[src/rtl/ptc_pkg.sv]
// ptc_pkg: shared widths, constants, codes and types of the transport clock
// no dependencies; imported by every module of the block
`default_nettype none

package ptc_pkg;

  localparam int POS_W   = 40;
  localparam int TIME_W  = 48;
  localparam int IV_W    = 20;
  localparam int SR_W    = 19;
  localparam int FR_W    = 20;
  localparam int FP_W    = 32;
  localparam int DIV_W   = 52;
  localparam int DVS_W   = 20;
  localparam int CNT_W   = 6;
  localparam int APB_AW  = 5;
  localparam int APB_DW  = 64;

  localparam logic [POS_W-1:0]  POS_MAX  = {POS_W{1'b1}};
  localparam logic [TIME_W-1:0] TIME_MAX = {TIME_W{1'b1}};
  localparam logic [FP_W-1:0]   FP_MAX   = {FP_W{1'b1}};

  localparam int SLEW_US  = 1000;
  localparam int SNAP_US  = 40000;
  localparam int US_PER_S = 1000000;
  localparam int IV_MIN   = 1000;
  localparam int IV_MAX   = 1000000;

  localparam logic [IV_W-1:0] IV_RESET = IV_W'(20000);
  localparam logic [SR_W-1:0] SR_RESET = SR_W'(48000);

  // event actions
  localparam logic [2:0] ACT_PLAY   = 3'd0;
  localparam logic [2:0] ACT_PAUSE  = 3'd1;
  localparam logic [2:0] ACT_STOP   = 3'd2;
  localparam logic [2:0] ACT_SEEK   = 3'd3;
  localparam logic [2:0] ACT_TICK   = 3'd4;
  localparam logic [2:0] ACT_PUSHED = 3'd5;

  localparam logic [1:0] EV_NONE    = 2'd0;
  localparam logic [1:0] EV_NOTHING = 2'd1;
  localparam logic [1:0] EV_END     = 2'd2;

  localparam logic [1:0] CMD_NONE    = 2'd0;
  localparam logic [1:0] CMD_HALT    = 2'd1;
  localparam logic [1:0] CMD_RESTART = 2'd2;

  // register indexes (8-byte spacing)
  localparam logic [1:0] REG_SEQ_END  = 2'd0;
  localparam logic [1:0] REG_INTERVAL = 2'd1;
  localparam logic [1:0] REG_RATE     = 2'd2;
  localparam logic [1:0] REG_AUDIO    = 2'd3;

  typedef enum logic [1:0] {
    TS_STOPPED = 2'd0,
    TS_PLAYING = 2'd1,
    TS_PAUSED  = 2'd2
  } tstate_t;

  typedef enum logic [3:0] {
    SQ_IDLE,
    SQ_APPLY,
    SQ_RAW,
    SQ_MUL,
    SQ_DIVA_GO,
    SQ_DIVA_WAIT,
    SQ_APOS,
    SQ_POS,
    SQ_DIVD_GO,
    SQ_DIVD_WAIT,
    SQ_DDL,
    SQ_FIN
  } seq_t;

  typedef struct packed {
    logic [POS_W-1:0] seq_end;
    logic [IV_W-1:0]  frame_period;
    logic [SR_W-1:0]  audio_rate;
    logic             audio_real;
  } cfg_t;

  typedef struct packed {
    logic             start;
    logic [DIV_W-1:0] dividend;
    logic [DVS_W-1:0] divisor;
  } div_req_t;

  typedef struct packed {
    logic             done;
    logic [DIV_W-1:0] quot;
    logic [DVS_W-1:0] rem;
  } div_rsp_t;

  function automatic logic [IV_W-1:0] clamp_iv(input logic [IV_W-1:0] iv);
    if (iv < IV_W'(IV_MIN)) begin
      return IV_W'(IV_MIN);
    end else if (iv > IV_W'(IV_MAX)) begin
      return IV_W'(IV_MAX);
    end
    return iv;
  endfunction

endpackage

`default_nettype wire

[src/rtl/ptc_if.sv]
// ptc_evt_if, ptc_res_if: valid/ready channels of the transport clock
// depends on ptc_pkg for field widths
`default_nettype none

interface ptc_evt_if;
  import ptc_pkg::*;
  logic              valid;
  logic              ready;
  logic [2:0]        action;
  logic [TIME_W-1:0] now_us;
  logic [POS_W-1:0]  seek_pos;
  logic [FR_W-1:0]   queued_frames;
  logic [FR_W-1:0]   pushed_count;
  modport source (output valid, action, now_us, seek_pos, queued_frames,
                  pushed_count, input ready);
  modport sink (input valid, action, now_us, seek_pos, queued_frames,
                pushed_count, output ready);
endinterface

interface ptc_res_if;
  import ptc_pkg::*;
  logic              valid;
  logic              ready;
  logic [POS_W-1:0]  play_pos;
  logic [1:0]        play_state;
  logic [1:0]        event_code;
  logic [TIME_W-1:0] next_deadline_us;
  logic              notify;
  logic [1:0]        stream_cmd;
  modport source (output valid, play_pos, play_state, event_code, next_deadline_us,
                  notify, stream_cmd, input ready);
  modport sink (input valid, play_pos, play_state, event_code, next_deadline_us,
                notify, stream_cmd, output ready);
endinterface

`default_nettype wire

[src/rtl/ptc_cfg.sv]
// ptc_cfg: apb register file of the transport clock
// depends on ptc_pkg
`default_nettype none

module ptc_cfg import ptc_pkg::*; (
  input  logic              clk,
  input  logic              rst,
  input  logic              psel,
  input  logic              penable,
  input  logic              pwrite,
  input  logic [APB_AW-1:0] paddr,
  input  logic [APB_DW-1:0] pwdata,
  output logic [APB_DW-1:0] prdata,
  output logic              pready,
  output cfg_t              cfg
);

  logic [1:0] idx;
  logic       wr;

  assign idx    = paddr[4:3];
  assign wr     = psel & penable & pwrite;
  assign pready = 1'b1;

  always_ff @(posedge clk) begin
    if (rst) begin
      cfg.seq_end      <= '0;
      cfg.frame_period <= IV_RESET;
      cfg.audio_rate   <= SR_RESET;
      cfg.audio_real   <= 1'b0;
    end else if (wr) begin
      case (idx)
        REG_SEQ_END:  cfg.seq_end      <= pwdata[POS_W-1:0];
        REG_INTERVAL: cfg.frame_period <= pwdata[IV_W-1:0];
        REG_RATE:     cfg.audio_rate   <= pwdata[SR_W-1:0];
        REG_AUDIO:    cfg.audio_real   <= pwdata[0];
        default: ;
      endcase
    end
  end

  always_comb begin
    case (idx)
      REG_SEQ_END:  prdata = APB_DW'(cfg.seq_end);
      REG_INTERVAL: prdata = APB_DW'(cfg.frame_period);
      REG_RATE:     prdata = APB_DW'(cfg.audio_rate);
      REG_AUDIO:    prdata = APB_DW'(cfg.audio_real);
      default:      prdata = '0;
    endcase
  end

endmodule

`default_nettype wire

[src/rtl/ptc_div.sv]
// ptc_div: restoring divider, one quotient bit per cycle
// depends on ptc_pkg; shared by the audio and deadline paths
`default_nettype none

module ptc_div import ptc_pkg::*; (
  input  logic     clk,
  input  logic     rst,
  input  div_req_t req,
  output div_rsp_t rsp
);

  logic [DIV_W-1:0] work;
  logic [DVS_W-1:0] rem;
  logic [DVS_W-1:0] dvs;
  logic [CNT_W-1:0] cnt;
  logic             busy;
  logic             done;
  logic [DVS_W:0]   trial;
  logic             qbit;

  assign trial = {rem, work[DIV_W-1]};
  assign qbit  = (trial >= {1'b0, dvs});

  always_ff @(posedge clk) begin
    if (rst) begin
      busy <= 1'b0;
      done <= 1'b0;
      cnt  <= '0;
    end else begin
      done <= 1'b0;
      if (req.start) begin
        busy <= 1'b1;
        cnt  <= CNT_W'(DIV_W - 1);
      end else if (busy) begin
        cnt <= cnt - 1'b1;
        if (cnt == '0) begin
          busy <= 1'b0;
          done <= 1'b1;
        end
      end
    end
  end

  always_ff @(posedge clk) begin
    if (req.start) begin
      work <= req.dividend;
      rem  <= '0;
      dvs  <= req.divisor;
    end else if (busy) begin
      work <= {work[DIV_W-2:0], qbit};
      rem  <= qbit ? DVS_W'(trial - {1'b0, dvs}) : trial[DVS_W-1:0];
    end
  end

  assign rsp.done = done;
  assign rsp.quot = work;
  assign rsp.rem  = rem;

endmodule

`default_nettype wire

[src/rtl/playback_transport_clock.sv]
// playback_transport_clock: media transport clock, sequencer and datapath
// depends on ptc_pkg, ptc_if, ptc_cfg, ptc_div
//
// channel  dir  beat
// evt      in   action, now_us, seek_pos, queued_frames, pushed_count
// res      out  play_pos, play_state, event_code, next_deadline_us, notify,
//                stream_cmd
// apb      in   register writes and reads, no wait states
//
// an event passes idle, apply, raw and fin when not playing, with pos added
// when playing; an audio-corrected position adds mul, diva_go, diva_wait and
// apos, and a playing tick adds divd_go, divd_wait and ddl, both waits spent
// in the shared 52-bit divider (one quotient bit a cycle).
// evt.ready is high only while the sequencer is idle; a finished result
// waits in the output register and the next event can be taken meanwhile,
// but a second result stalls the sequencer until the first one leaves.
// rst is synchronous and resets the sequencer, transport state and apb registers
`default_nettype none

module playback_transport_clock import ptc_pkg::*; (
  input  logic              clk,
  input  logic              rst,
  ptc_evt_if.sink           evt,
  ptc_res_if.source         res,
  input  logic              psel,
  input  logic              penable,
  input  logic              pwrite,
  input  logic [APB_AW-1:0] paddr,
  input  logic [APB_DW-1:0] pwdata,
  output logic [APB_DW-1:0] prdata,
  output logic              pready
);

  cfg_t     cfg;
  div_req_t dreq;
  div_rsp_t drsp;
  seq_t     seq, seq_next;

  ptc_cfg u_cfg (
    .clk, .rst, .psel, .penable, .pwrite, .paddr, .pwdata, .prdata, .pready, .cfg
  );

  ptc_div u_div (.clk, .rst, .req(dreq), .rsp(drsp));

  // latched event
  logic [2:0]        act;
  logic [TIME_W-1:0] now_r;
  logic [POS_W-1:0]  seek_r;
  logic [FR_W-1:0]   queued_r;
  logic [FR_W-1:0]   pushed_r;

  // transport state
  tstate_t           tstate;
  logic [POS_W-1:0]  parked;
  logic [POS_W-1:0]  anc_pos;
  logic [TIME_W-1:0] anc_time;
  logic [POS_W-1:0]  base_pos;
  logic [FP_W-1:0]   frames;

  // work registers
  logic [TIME_W:0]   raw;
  logic [FP_W-1:0]   consumed;
  logic [DIV_W-1:0]  prod;
  logic [DIV_W:0]    apos;
  logic signed [55:0] diff;
  logic [POS_W-1:0]  pos_calc;
  logic [TIME_W-1:0] ddl;
  logic              elap_neg;
  logic [1:0]        ev_code;
  logic              notify_r;
  logic [1:0]        cmd;
  logic              have_pos;

  logic              audio;
  logic              out_free;
  logic [IV_W-1:0]   iv_eff;

  assign audio    = cfg.audio_real & (cfg.audio_rate != '0);
  assign out_free = ~res.valid | res.ready;
  assign iv_eff   = clamp_iv(cfg.frame_period);
  assign evt.ready = (seq == SQ_IDLE);

  always_ff @(posedge clk) begin
    if (rst) begin
      seq <= SQ_IDLE;
    end else begin
      seq <= seq_next;
    end
  end

  // elapsed time since the anchor, for the deadline division
  logic signed [TIME_W+1:0] elapsed;
  logic [TIME_W+1:0]        elap_mag;
  assign elapsed  = $signed({2'b00, now_r}) - $signed({2'b00, anc_time});
  assign elap_mag = elapsed[TIME_W+1] ? (TIME_W+2)'(-elapsed) : (TIME_W+2)'(elapsed);

  always_comb begin
    seq_next      = seq;
    dreq.start    = 1'b0;
    dreq.dividend = prod;
    dreq.divisor  = DVS_W'(cfg.audio_rate);
    case (seq)
      SQ_IDLE:      if (evt.valid) seq_next = SQ_APPLY;
      SQ_APPLY:     seq_next = SQ_RAW;
      SQ_RAW: begin
        if (tstate != TS_PLAYING) begin
          seq_next = SQ_FIN;
        end else if (audio) begin
          seq_next = SQ_MUL;
        end else begin
          seq_next = SQ_POS;
        end
      end
      SQ_MUL:       seq_next = SQ_DIVA_GO;
      SQ_DIVA_GO: begin
        dreq.start = 1'b1;
        seq_next   = SQ_DIVA_WAIT;
      end
      SQ_DIVA_WAIT: if (drsp.done) seq_next = SQ_APOS;
      SQ_APOS:      seq_next = SQ_POS;
      SQ_POS:       seq_next = (act == ACT_TICK) ? SQ_DIVD_GO : SQ_FIN;
      SQ_DIVD_GO: begin
        dreq.start    = 1'b1;
        dreq.dividend = DIV_W'(elap_mag);
        dreq.divisor  = iv_eff;
        seq_next      = SQ_DIVD_WAIT;
      end
      SQ_DIVD_WAIT: if (drsp.done) seq_next = SQ_DDL;
      SQ_DDL:       seq_next = SQ_FIN;
      SQ_FIN:       if (out_free) seq_next = SQ_IDLE;
      default:      seq_next = SQ_IDLE;
    endcase
  end

  // combinational helpers for individual states
  logic [POS_W-1:0]   seek_cl;
  logic [FP_W:0]      fsum;
  logic signed [50:0] raw_s;
  logic signed [33:0] cons_s;
  logic signed [55:0] drift_v;
  logic signed [55:0] raw56;
  logic [TIME_W+1:0]  ddl_v;

  assign seek_cl = (seek_r > cfg.seq_end) ? cfg.seq_end : seek_r;
  assign fsum    = {1'b0, frames} + (FP_W+1)'(pushed_r);
  assign raw_s   = $signed({11'b0, anc_pos}) + $signed({3'b0, now_r})
                 - $signed({3'b0, anc_time});
  assign cons_s  = $signed({2'b0, frames}) - $signed({14'b0, queued_r});
  assign raw56   = $signed({7'b0, raw});

  always_comb begin
    if (diff > 56'sd40000 || diff < -56'sd40000) begin
      drift_v = $signed({3'b0, apos});
    end else if (diff > 56'sd1000) begin
      drift_v = raw56 + 56'sd1000;
    end else if (diff < -56'sd1000) begin
      drift_v = raw56 - 56'sd1000;
    end else begin
      drift_v = $signed({3'b0, apos});
    end
  end

  assign ddl_v = elap_neg ? ({2'b0, now_r} + (TIME_W+2)'(iv_eff) + (TIME_W+2)'(drsp.rem))
                          : ({2'b0, now_r} + (TIME_W+2)'(iv_eff) - (TIME_W+2)'(drsp.rem));

  // result beat and state update applied when the sequencer finishes
  logic [POS_W-1:0]  fin_pos;
  logic [1:0]        fin_ev;
  logic [TIME_W-1:0] fin_ddl;
  logic              fin_notify;
  logic [1:0]        fin_cmd;
  tstate_t           fin_state;
  logic [POS_W-1:0]  fin_parked;

  always_comb begin
    fin_pos    = (tstate == TS_PLAYING && !have_pos) ? pos_calc : parked;
    fin_ev     = ev_code;
    fin_ddl    = ddl;
    fin_notify = notify_r;
    fin_cmd    = cmd;
    fin_state  = tstate;
    fin_parked = parked;
    case (act)
      ACT_PAUSE: begin
        if (tstate == TS_PLAYING) begin
          fin_parked = pos_calc;
          fin_state  = TS_PAUSED;
          fin_pos    = pos_calc;
          fin_notify = 1'b1;
          fin_cmd    = CMD_HALT;
        end
      end
      ACT_STOP: begin
        if (tstate != TS_STOPPED) begin
          if (tstate == TS_PLAYING) begin
            fin_parked = pos_calc;
            fin_pos    = pos_calc;
          end
          fin_state  = TS_STOPPED;
          fin_notify = 1'b1;
          fin_cmd    = CMD_HALT;
        end
      end
      ACT_TICK: begin
        if (tstate == TS_PLAYING) begin
          fin_notify = 1'b1;
          if (pos_calc >= cfg.seq_end) begin
            fin_state  = TS_STOPPED;
            fin_parked = cfg.seq_end;
            fin_pos    = cfg.seq_end;
            fin_ev     = EV_END;
            fin_cmd    = CMD_HALT;
            fin_ddl    = now_r;
          end else begin
            fin_parked = pos_calc;
            fin_pos    = pos_calc;
          end
        end
      end
      default: ;
    endcase
  end

  always_ff @(posedge clk) begin
    if (rst) begin
      tstate    <= TS_STOPPED;
      parked    <= '0;
      anc_pos   <= '0;
      anc_time  <= '0;
      base_pos  <= '0;
      frames    <= '0;
      res.valid <= 1'b0;
    end else begin
      if (res.valid && res.ready && seq != SQ_FIN) res.valid <= 1'b0;
      case (seq)
        SQ_IDLE: begin
          if (evt.valid) begin
            act      <= evt.action;
            now_r    <= evt.now_us;
            seek_r   <= evt.seek_pos;
            queued_r <= evt.queued_frames;
            pushed_r <= evt.pushed_count;
            ev_code  <= EV_NONE;
            notify_r <= 1'b0;
            cmd      <= CMD_NONE;
            have_pos <= 1'b0;
            ddl      <= evt.now_us;
          end
        end
        SQ_APPLY: begin
          case (act)
            ACT_PLAY: begin
              if (cfg.seq_end == '0) begin
                ev_code <= EV_NOTHING;
              end else if (tstate != TS_PLAYING) begin
                anc_pos  <= parked;
                anc_time <= now_r;
                base_pos <= parked;
                frames   <= '0;
                tstate   <= TS_PLAYING;
                notify_r <= 1'b1;
                cmd      <= CMD_RESTART;
              end
            end
            ACT_SEEK: begin
              parked   <= seek_cl;
              notify_r <= 1'b1;
              have_pos <= 1'b1;
              if (tstate == TS_PLAYING) begin
                anc_pos  <= seek_cl;
                anc_time <= now_r;
                base_pos <= seek_cl;
                frames   <= '0;
                cmd      <= CMD_RESTART;
              end
            end
            ACT_PUSHED: frames <= fsum[FP_W] ? FP_MAX : fsum[FP_W-1:0];
            default: ;
          endcase
        end
        SQ_RAW: begin
          raw      <= raw_s[50] ? '0 : raw_s[TIME_W:0];
          consumed <= cons_s[33] ? '0 : cons_s[FP_W-1:0];
        end
        SQ_MUL:  prod <= DIV_W'(consumed * IV_W'(US_PER_S));
        SQ_APOS: begin
          apos <= (DIV_W+1)'(base_pos) + (DIV_W+1)'(drsp.quot);
          diff <= $signed({3'b0, (DIV_W+1)'(base_pos) + (DIV_W+1)'(drsp.quot)}) - raw56;
        end
        SQ_POS: begin
          if (audio) begin
            if (drift_v < 0) begin
              pos_calc <= '0;
            end else if (drift_v > $signed({16'b0, POS_MAX})) begin
              pos_calc <= POS_MAX;
            end else begin
              pos_calc <= drift_v[POS_W-1:0];
            end
          end else begin
            pos_calc <= (raw > (TIME_W+1)'(POS_MAX)) ? POS_MAX : raw[POS_W-1:0];
          end
        end
        SQ_DIVD_GO: elap_neg <= elapsed[TIME_W+1];
        SQ_DDL:     ddl <= (ddl_v > (TIME_W+2)'(TIME_MAX)) ? TIME_MAX : ddl_v[TIME_W-1:0];
        SQ_FIN: begin
          if (out_free) begin
            res.valid            <= 1'b1;
            res.event_code       <= fin_ev;
            res.next_deadline_us <= fin_ddl;
            res.notify           <= fin_notify;
            res.stream_cmd       <= fin_cmd;
            res.play_state       <= fin_state;
            res.play_pos         <= fin_pos;
            tstate               <= fin_state;
            parked               <= fin_parked;
          end
        end
        default: ;
      endcase
    end
  end

endmodule

`default_nettype wire
[src/flat_wrapper.sv]
// flat-port wrapper written by rule: the top's interface ports become plain ports
module playback_transport_clock_flat import ptc_pkg::*;
  (clk, rst, psel, penable, pwrite, paddr, pwdata, prdata, pready, evt_valid, evt_action, evt_now_us, evt_seek_pos, evt_queued_frames, evt_pushed_count, evt_ready, res_valid, res_play_pos, res_play_state, res_event_code, res_next_deadline_us, res_notify, res_stream_cmd, res_ready);
  ptc_evt_if evt_i ();
  ptc_res_if res_i ();
  input  logic clk;
  input  logic rst;
  input  logic psel;
  input  logic penable;
  input  logic pwrite;
  input  logic [APB_AW-1:0] paddr;
  input  logic [APB_DW-1:0] pwdata;
  output logic [APB_DW-1:0] prdata;
  output logic pready;
  input wire logic [$bits(evt_i.valid)-1:0] evt_valid;
  input wire logic [$bits(evt_i.action)-1:0] evt_action;
  input wire logic [$bits(evt_i.now_us)-1:0] evt_now_us;
  input wire logic [$bits(evt_i.seek_pos)-1:0] evt_seek_pos;
  input wire logic [$bits(evt_i.queued_frames)-1:0] evt_queued_frames;
  input wire logic [$bits(evt_i.pushed_count)-1:0] evt_pushed_count;
  output wire logic [$bits(evt_i.ready)-1:0] evt_ready;
  output wire logic [$bits(res_i.valid)-1:0] res_valid;
  output wire logic [$bits(res_i.play_pos)-1:0] res_play_pos;
  output wire logic [$bits(res_i.play_state)-1:0] res_play_state;
  output wire logic [$bits(res_i.event_code)-1:0] res_event_code;
  output wire logic [$bits(res_i.next_deadline_us)-1:0] res_next_deadline_us;
  output wire logic [$bits(res_i.notify)-1:0] res_notify;
  output wire logic [$bits(res_i.stream_cmd)-1:0] res_stream_cmd;
  input wire logic [$bits(res_i.ready)-1:0] res_ready;
  assign evt_i.valid = evt_valid;
  assign evt_i.action = evt_action;
  assign evt_i.now_us = evt_now_us;
  assign evt_i.seek_pos = evt_seek_pos;
  assign evt_i.queued_frames = evt_queued_frames;
  assign evt_i.pushed_count = evt_pushed_count;
  assign evt_ready = evt_i.ready;
  assign res_valid = res_i.valid;
  assign res_play_pos = res_i.play_pos;
  assign res_play_state = res_i.play_state;
  assign res_event_code = res_i.event_code;
  assign res_next_deadline_us = res_i.next_deadline_us;
  assign res_notify = res_i.notify;
  assign res_stream_cmd = res_i.stream_cmd;
  assign res_i.ready = res_ready;
  playback_transport_clock u_core (.clk(clk), .rst(rst), .evt(evt_i), .res(res_i), .psel(psel), .penable(penable), .pwrite(pwrite), .paddr(paddr), .pwdata(pwdata), .prdata(prdata), .pready(pready));
endmodule
[config.mk]
export PLATFORM = sky130hd
export DESIGN_NAME = playback_transport_clock_flat
export DESIGN_NICKNAME = d
export VERILOG_FILES = /design/src/rtl/ptc_pkg.sv /design/src/rtl/ptc_if.sv /design/src/rtl/ptc_cfg.sv /design/src/rtl/ptc_div.sv /design/src/rtl/playback_transport_clock.sv /design/src/flat_wrapper.sv
export SDC_FILE = /design/constraint.sdc
export NUM_CORES = 2
export LEC_CHECK = 0
export BUFFER_PORTS_ARGS = -buffer_cell sky130_fd_sc_hd__buf_4
export CORE_ASPECT_RATIO = 1.2
export CORE_MARGIN = 2
export CORE_UTILIZATION = 40
export CTS_CLUSTER_DIAMETER = 30
export DETAILED_ROUTE_END_ITERATION = 16
export PLACE_DENSITY = 0.66
export SETUP_SLACK_MARGIN = 0.05
export SLEW_MARGIN = 10
export SYNTH_ARGS = -nofsm -noshare
export SYNTH_HDL_FRONTEND = slang
export SYNTH_HIERARCHICAL = 1
export SYNTH_SLANG_ARGS = --single-unit
[constraint.sdc]
create_clock -name clk -period 13.76 [get_ports clk]
set_input_delay 1.376 -clock clk [delete_from_list [all_inputs] [get_ports clk]]
set_output_delay 1.376 -clock clk [all_outputs]
set_load 0.005 [all_outputs]
Yosys cells after proc, flatten, opt, wreduce, memory -nomap -nowiden
Index checks and enable logic that the tools add are counted.
Storage, ports and cells
  bits in registers: 904
  input bits: 207
  output and inout bits: 162
  word-level logic and storage cells: 269
Operators by class
  $add $sub $neg: 15
  multiply operators: 1
  order comparisons: 13
  equality and inequality tests: 41
  muxes and demuxes: 107
  bitwise operators: 7
  reduce and logical (&&, ||, !) cells: 43
Operators by type and width (number)
  $mux 40: 18
  $mux 48: 8
  $pmux 64 s4: 1
  $pmux 40 s3: 2
  $pmux 48 s2: 2
  $mux 56: 3
  $pmux 40 s2: 2
  $mux 32: 4
  $mux 52: 2
  $mux 50: 2
  $pmux 32 s3: 1
  $mux 20: 4
  $mux 72: 1
  $gt 56x11->1 const B: 1
  $gt 56x17->1 const B: 1
  $gt 56x41->1 const B: 1
  $lt 56x1->1 const B: 1
  $lt 56x11->1 const B: 1
  $lt 56x17->1 const B: 1
  $sub 53x49->54: 1
  $add 40x52->53: 1
  $sub 51x49->51: 1
  $add 49x10->50 const B: 1
  $add 49x20->50: 1
  other kinds (64): 166

Logic depth before layout (Yosys ltp)
  word-level depth: 10
  gate-level depth with buffers: 36
  depth with buffers taken out: 34

By module
The synthesis kept the hierarchy.
By module, submodules not included
  playback_transport_clock: instances 1, cells each 6363, area an instance 58073.2 µm², sequential area each 19949.1 µm²
  ptc_div: instances 1, cells each 444, area an instance 5342.6 µm², sequential area each 2722.6 µm²
  ptc_cfg: instances 1, cells each 457, area an instance 4036.4 µm², sequential area each 1601.5 µm²

Worst setup path before layout
OpenSTA, ideal clock, no wires.
  path kind: input to register
  start point: input rst
  end point: register u_core.consumed[0], enable pin
  setup time: 0.620 ns
  data arrival time: 7.236 ns
  slack: 5.905 ns
  stages: 4
  cells stage by stage: clkbuf_1 nor2_1 nand2_1 nor3_1
On the way
  word-level cells in the longest chain between the ends: 2
RTL lines
  from (decl): line flat_wrapper.sv:7  | input logic rst;
  $not 1->1 (no line)
  $reduce_and 2->1 (no line)
  to (signal assigned): line playback_transport_clock.sv:283  | consumed <= cons_s[33] ? '0 : cons_s[FP_W-1:0];
  to (decl): line playback_transport_clock.sv:62  | logic [FP_W-1:0] consumed;
No other way between the ends.
A chain may end at the register's enable or synchronous reset.

Final worst setup path
  start point: register, netlist name u_core/u_cfg/cfg[25]
  end point: register u_core.ddl[16], data pin
On the way
  word-level cells in the longest chain between the ends: 10
RTL lines
  $gt 20x20->1: line ptc_pkg.sv:97  | end else if (iv > IV_W'(IV_MAX)) begin
  $mux 1: line ptc_pkg.sv:97
  $mux 1: line ptc_pkg.sv:95  | if (iv < IV_W'(IV_MIN)) begin
  $mux 20 *: line ptc_pkg.sv:100  | return iv;
  $add 48x20->49 *: line playback_transport_clock.sv:163, playback_transport_clock.sv:164
  $sub 49x20->50 or $add 49x20->50 (tied branches): line playback_transport_clock.sv:164, playback_transport_clock.sv:163
  $mux 50 *: line playback_transport_clock.sv:163  | assign ddl_v = elap_neg ? ({2'b0, now_r} + (TIME_W+2)'(iv_eff) + (TIME_W+2)'(drsp.rem))
  $gt 50x48->1: line playback_transport_clock.sv:304  | SQ_DDL: ddl <= (ddl_v > (TIME_W+2)'(TIME_MAX)) ? TIME_MAX : ddl_v[TIME_W-1:0];
  $mux 48 *: line playback_transport_clock.sv:304
  $pmux 48 s2 *: line playback_transport_clock.sv:235  | case (seq)
  to (signal assigned): line playback_transport_clock.sv:247  | ddl <= evt.now_us;
  to (signal assigned): line playback_transport_clock.sv:304
  to (decl): line playback_transport_clock.sv:67  | logic [TIME_W-1:0] ddl;
Mark *: on every way between the ends. The rest lies on a longest branch, timed or not.

==> impl_metrics.tcl <==
set metrics [dict create \
    p_per_area_nw_per_um2 168 \
    numCtsBuffers 192 \
    switching_share_pct 36.9 \
    fin_util_pct 46.9 \
    die-height_um 454 \
    gp_congestion 1.01 \
    period_share_pct 74.2 \
    max_freq_mhz 97.9 \
    synth_top_area_share_pct 27.8 \
    drive_above_1_share_pct 12.7 \
    ctsHoldBuffers 0 \
    routedWlPerCell_um 23.4 \
    io_buffers 316 \
    hold_slack_ps 467 \
    grt_pass1_vias 55800 \
    rsz0062_at_grt "false" \
    setup-tns-final_ps 0 \
    nets 8486 \
    ant_nets 0 \
    grt_max_degree 133 \
    dp_slack_ps 3850 \
    final.fill_count 16000 \
    p_sw_mw 4.87 \
    power_frac_clock_pct 35.9 \
    critPathKind "reg -> reg" \
    htree_levels 4 \
    cts_resized 0 \
    crit_fanout 33 \
    synth_edf_count 625 \
    yosysWarningCount 6 \
    antenna_found_initial 10 \
    die-area_um2 172000 \
    clkTransAtPathRegs_ps 50 \
    wirelength_um 233000 \
    avgSynthCellArea_um2 9.29 \
    outcome "complete, no violations" \
    period_needed_ps 10210 \
    yosys.area.top_type "edfxtp_1" \
    power_frac_seq_pct 26.9 \
    postSynthCellCount 7264 \
    hp-class "reg -> reg" \
    initialDrtViolationCount 5265 \
    r2r_slack_ps 3550 \
    core_area_um2 168000 \
    final_hold_viol_count 0 \
    max-slew-margin-rel_pct 5.96 \
    cp_common_cell "a21oi_1" \
    async_flop_share_pct 0 \
    drv_cap 0 \
    placementRows 165 \
    worstRegToRegCells 30 \
    cp.arrival_ps 10720 \
    ys_ff_latch 900 \
    skew_ps 101 \
    cts_root_buf "clkbuf_16" \
    synthFlopType "edfxtp_1" \
    start_util_pct 40.1 \
    setup_ws_ps 3550 \
    drv_slew 0 \
    synth_area_um2 67500 \
    p_leak_nw 31.6 \
    worst_slew_pin_slew_ps 1400 \
    io_pins 369 \
    syn_to_final_growth_pct 16.8 \
    crit_slowest_cell "or4_1" \
    hold_depth 2 \
    cts_setup_buffers 0 \
    clock_path_buffers 3 \
    ys_seq_area_share_pct 36.0 \
    power.share.combinational_pct 37.2 \
    drtPass1Iterations 6 \
    clock_latency_ps 880 \
    grt_pass1_wl_um 345000 \
    vias 56900 \
    drc_errors 0 \
    clock-sinks 900 \
    yosysUniqueCellTypes 124 \
    internal_power_mw 8.34 \
    overflow 0 \
    synthTopCellsByArea "edfxtp_1, ha_1, dfxtp_1, fa_1, a21oi_1" \
    cts_tree "built" \
    crit_required_ps 14270 \
    peakVddDrop_uv 185 \
    via_per_inst 5.71 \
    grt_usage_pct 26.6 \
    chipWidth_um 379 \
    setup_viol 0 \
    start_kind "register" \
    total_power_mw 13.2 \
    max_stage_delay_ps 680 \
    dp.final_hpwl_um 182000 \
    critPathCaptureType "register" \
]
==> per-stage QoR <==
step | area (um2) | cells
floorplan | 67500 | 7287
global placement | 72000 | 9602
detailed placement | 72000 | 9602
CTS | 78800 | 9965
global route | 78800 | 9965
finish | 78800 | 9969
==> state kept, by name (all words and copies together) (netlist names), 32 cells and up <==
register                     cells
u_core/prod                     46
u_core/consumed                 32
u_core/base_pos                 40
u_core/diff                     54
u_core/anc_time                 48
u_core/frames                   32
u_core/res.next_deadline_us     48
u_core/ddl                      48
u_core/parked                   40
u_core/res.play_pos             40
u_core/now_r                    48
u_core/u_cfg/cfg                80
u_core/apos                     53
u_core/u_div/work               52
u_core/raw                      49
u_core/seek_r                   40
u_core/pos_calc                 40
==> worst paths after layout <==
| path | startpoint | endpoint |
|---|---|---|
| max | u_core/u_cfg/cfg[25] | u_core/ddl[16] |
| min | u_core/anc_time[40] | u_core/anc_time[40] |
| max reg2reg | u_core/u_cfg/cfg[25] | u_core/ddl[16] |
| min reg2reg | u_core/anc_time[40] | u_core/anc_time[40] |
==> routing by layer <==
metal	share of wire, %	vias to the layer above	track usage [%]
met5	0.029	-	0
met4	8.0	12	18.8
met3	6.3	598	4.62
met2	46	2264	43.1
met1	39	27400	31.8
li1	-	26600	-
==> cell type report <==
cell class	count	area [um2]	share of cell area, %
multi-input cells	5405	39400	50.0
repair buffers	402	3050	3.87
well taps	2254	2820	3.58
diodes	4	10.0	0.0127
inverters	641	2410	3.05
flip-flops and latches	900	24300	30.8
clock inverters	140	1790	2.28
clock buffers	223	5010	6.36
==> cell usage in the layout (no fill, tap or decap), drive strengths merged, types with 57 or more instances in the layout <==
cell / count
inv: 669
edfxtp: 625
nor2: 619
a21oi: 593
nand2: 556
ha: 546
buf: 401
o21ai: 387
xnor2: 313
dfxtp: 275
clkbuf: 224
fa: 191
a21o: 179
nor3: 157
nand2b: 139
xor2: 130
mux2i: 122
nand3: 119
mux2: 118
a211oi: 99
nand4: 86
nor2b: 84
clkinv: 73
and3: 72
nor4: 68
o21a: 64
and2: 64
a31oi: 57
==> critical path, delay by kind of cell (launching register included) <==
family / cells / cell delay, ps
simple gates: 10 / 3540
buf+inv: 2 / 550
fa+ha+maj: 3 / 980
xor+xnor: 1 / 280
flops: 1 / 340
compound gates: 14 / 4080
==> kinds of logic after synthesis <==
family          count (synthesis)  share of synthesized area, %
compound gates               1840                          17.5
flops                         900                          36.0
fa+ha+maj                     737                          15.8
mux                           241                          3.81
buf+inv                       982                          5.88
simple gates                 2119                          15.2
other cells                     2                        0.0111
xor+xnor                      443                          5.75
==> power by group through the flow <==
stage                     logic (mW)  clock network [mW]  registers, mW
after floorplan                 3.73                   0           3.48
after global placement          4.78                   0           3.60
after detailed placement        4.85                   0           3.60
after CTS                       4.89                4.79           3.55
after global routing            5.52                4.93           3.57
final                           4.92                4.74           3.56
==> cells in the mapped netlist, types with 22 or more instances <==
cell type	n
a211oi_1	96
a21o_1	176
a21oi_1	588
a221oi_1	34
a22oi_1	51
a31oi_1	54
and2_1	61
and3_1	69
buf_2	24
buf_4	38
clkbuf_1	255
dfxtp_1	275
edfxtp_1	625
fa_1	191
ha_1	546
inv_1	638
mux2_2	118
mux2i_1	122
nand2_1	555
nand2b_1	138
nand3_1	119
nand4_1	86
nand4b_1	25
nor2_1	616
nor2b_1	84
nor3_1	155
nor4_1	66
o211ai_1	24
o21a_1	63
o21ai_0	309
o21ai_1	77
o21bai_1	44
o221ai_1	53
o31ai_1	30
or2_2	22
or3_1	34
xnor2_1	313
xor2_1	130
Power figures use the tool's default switching activity.
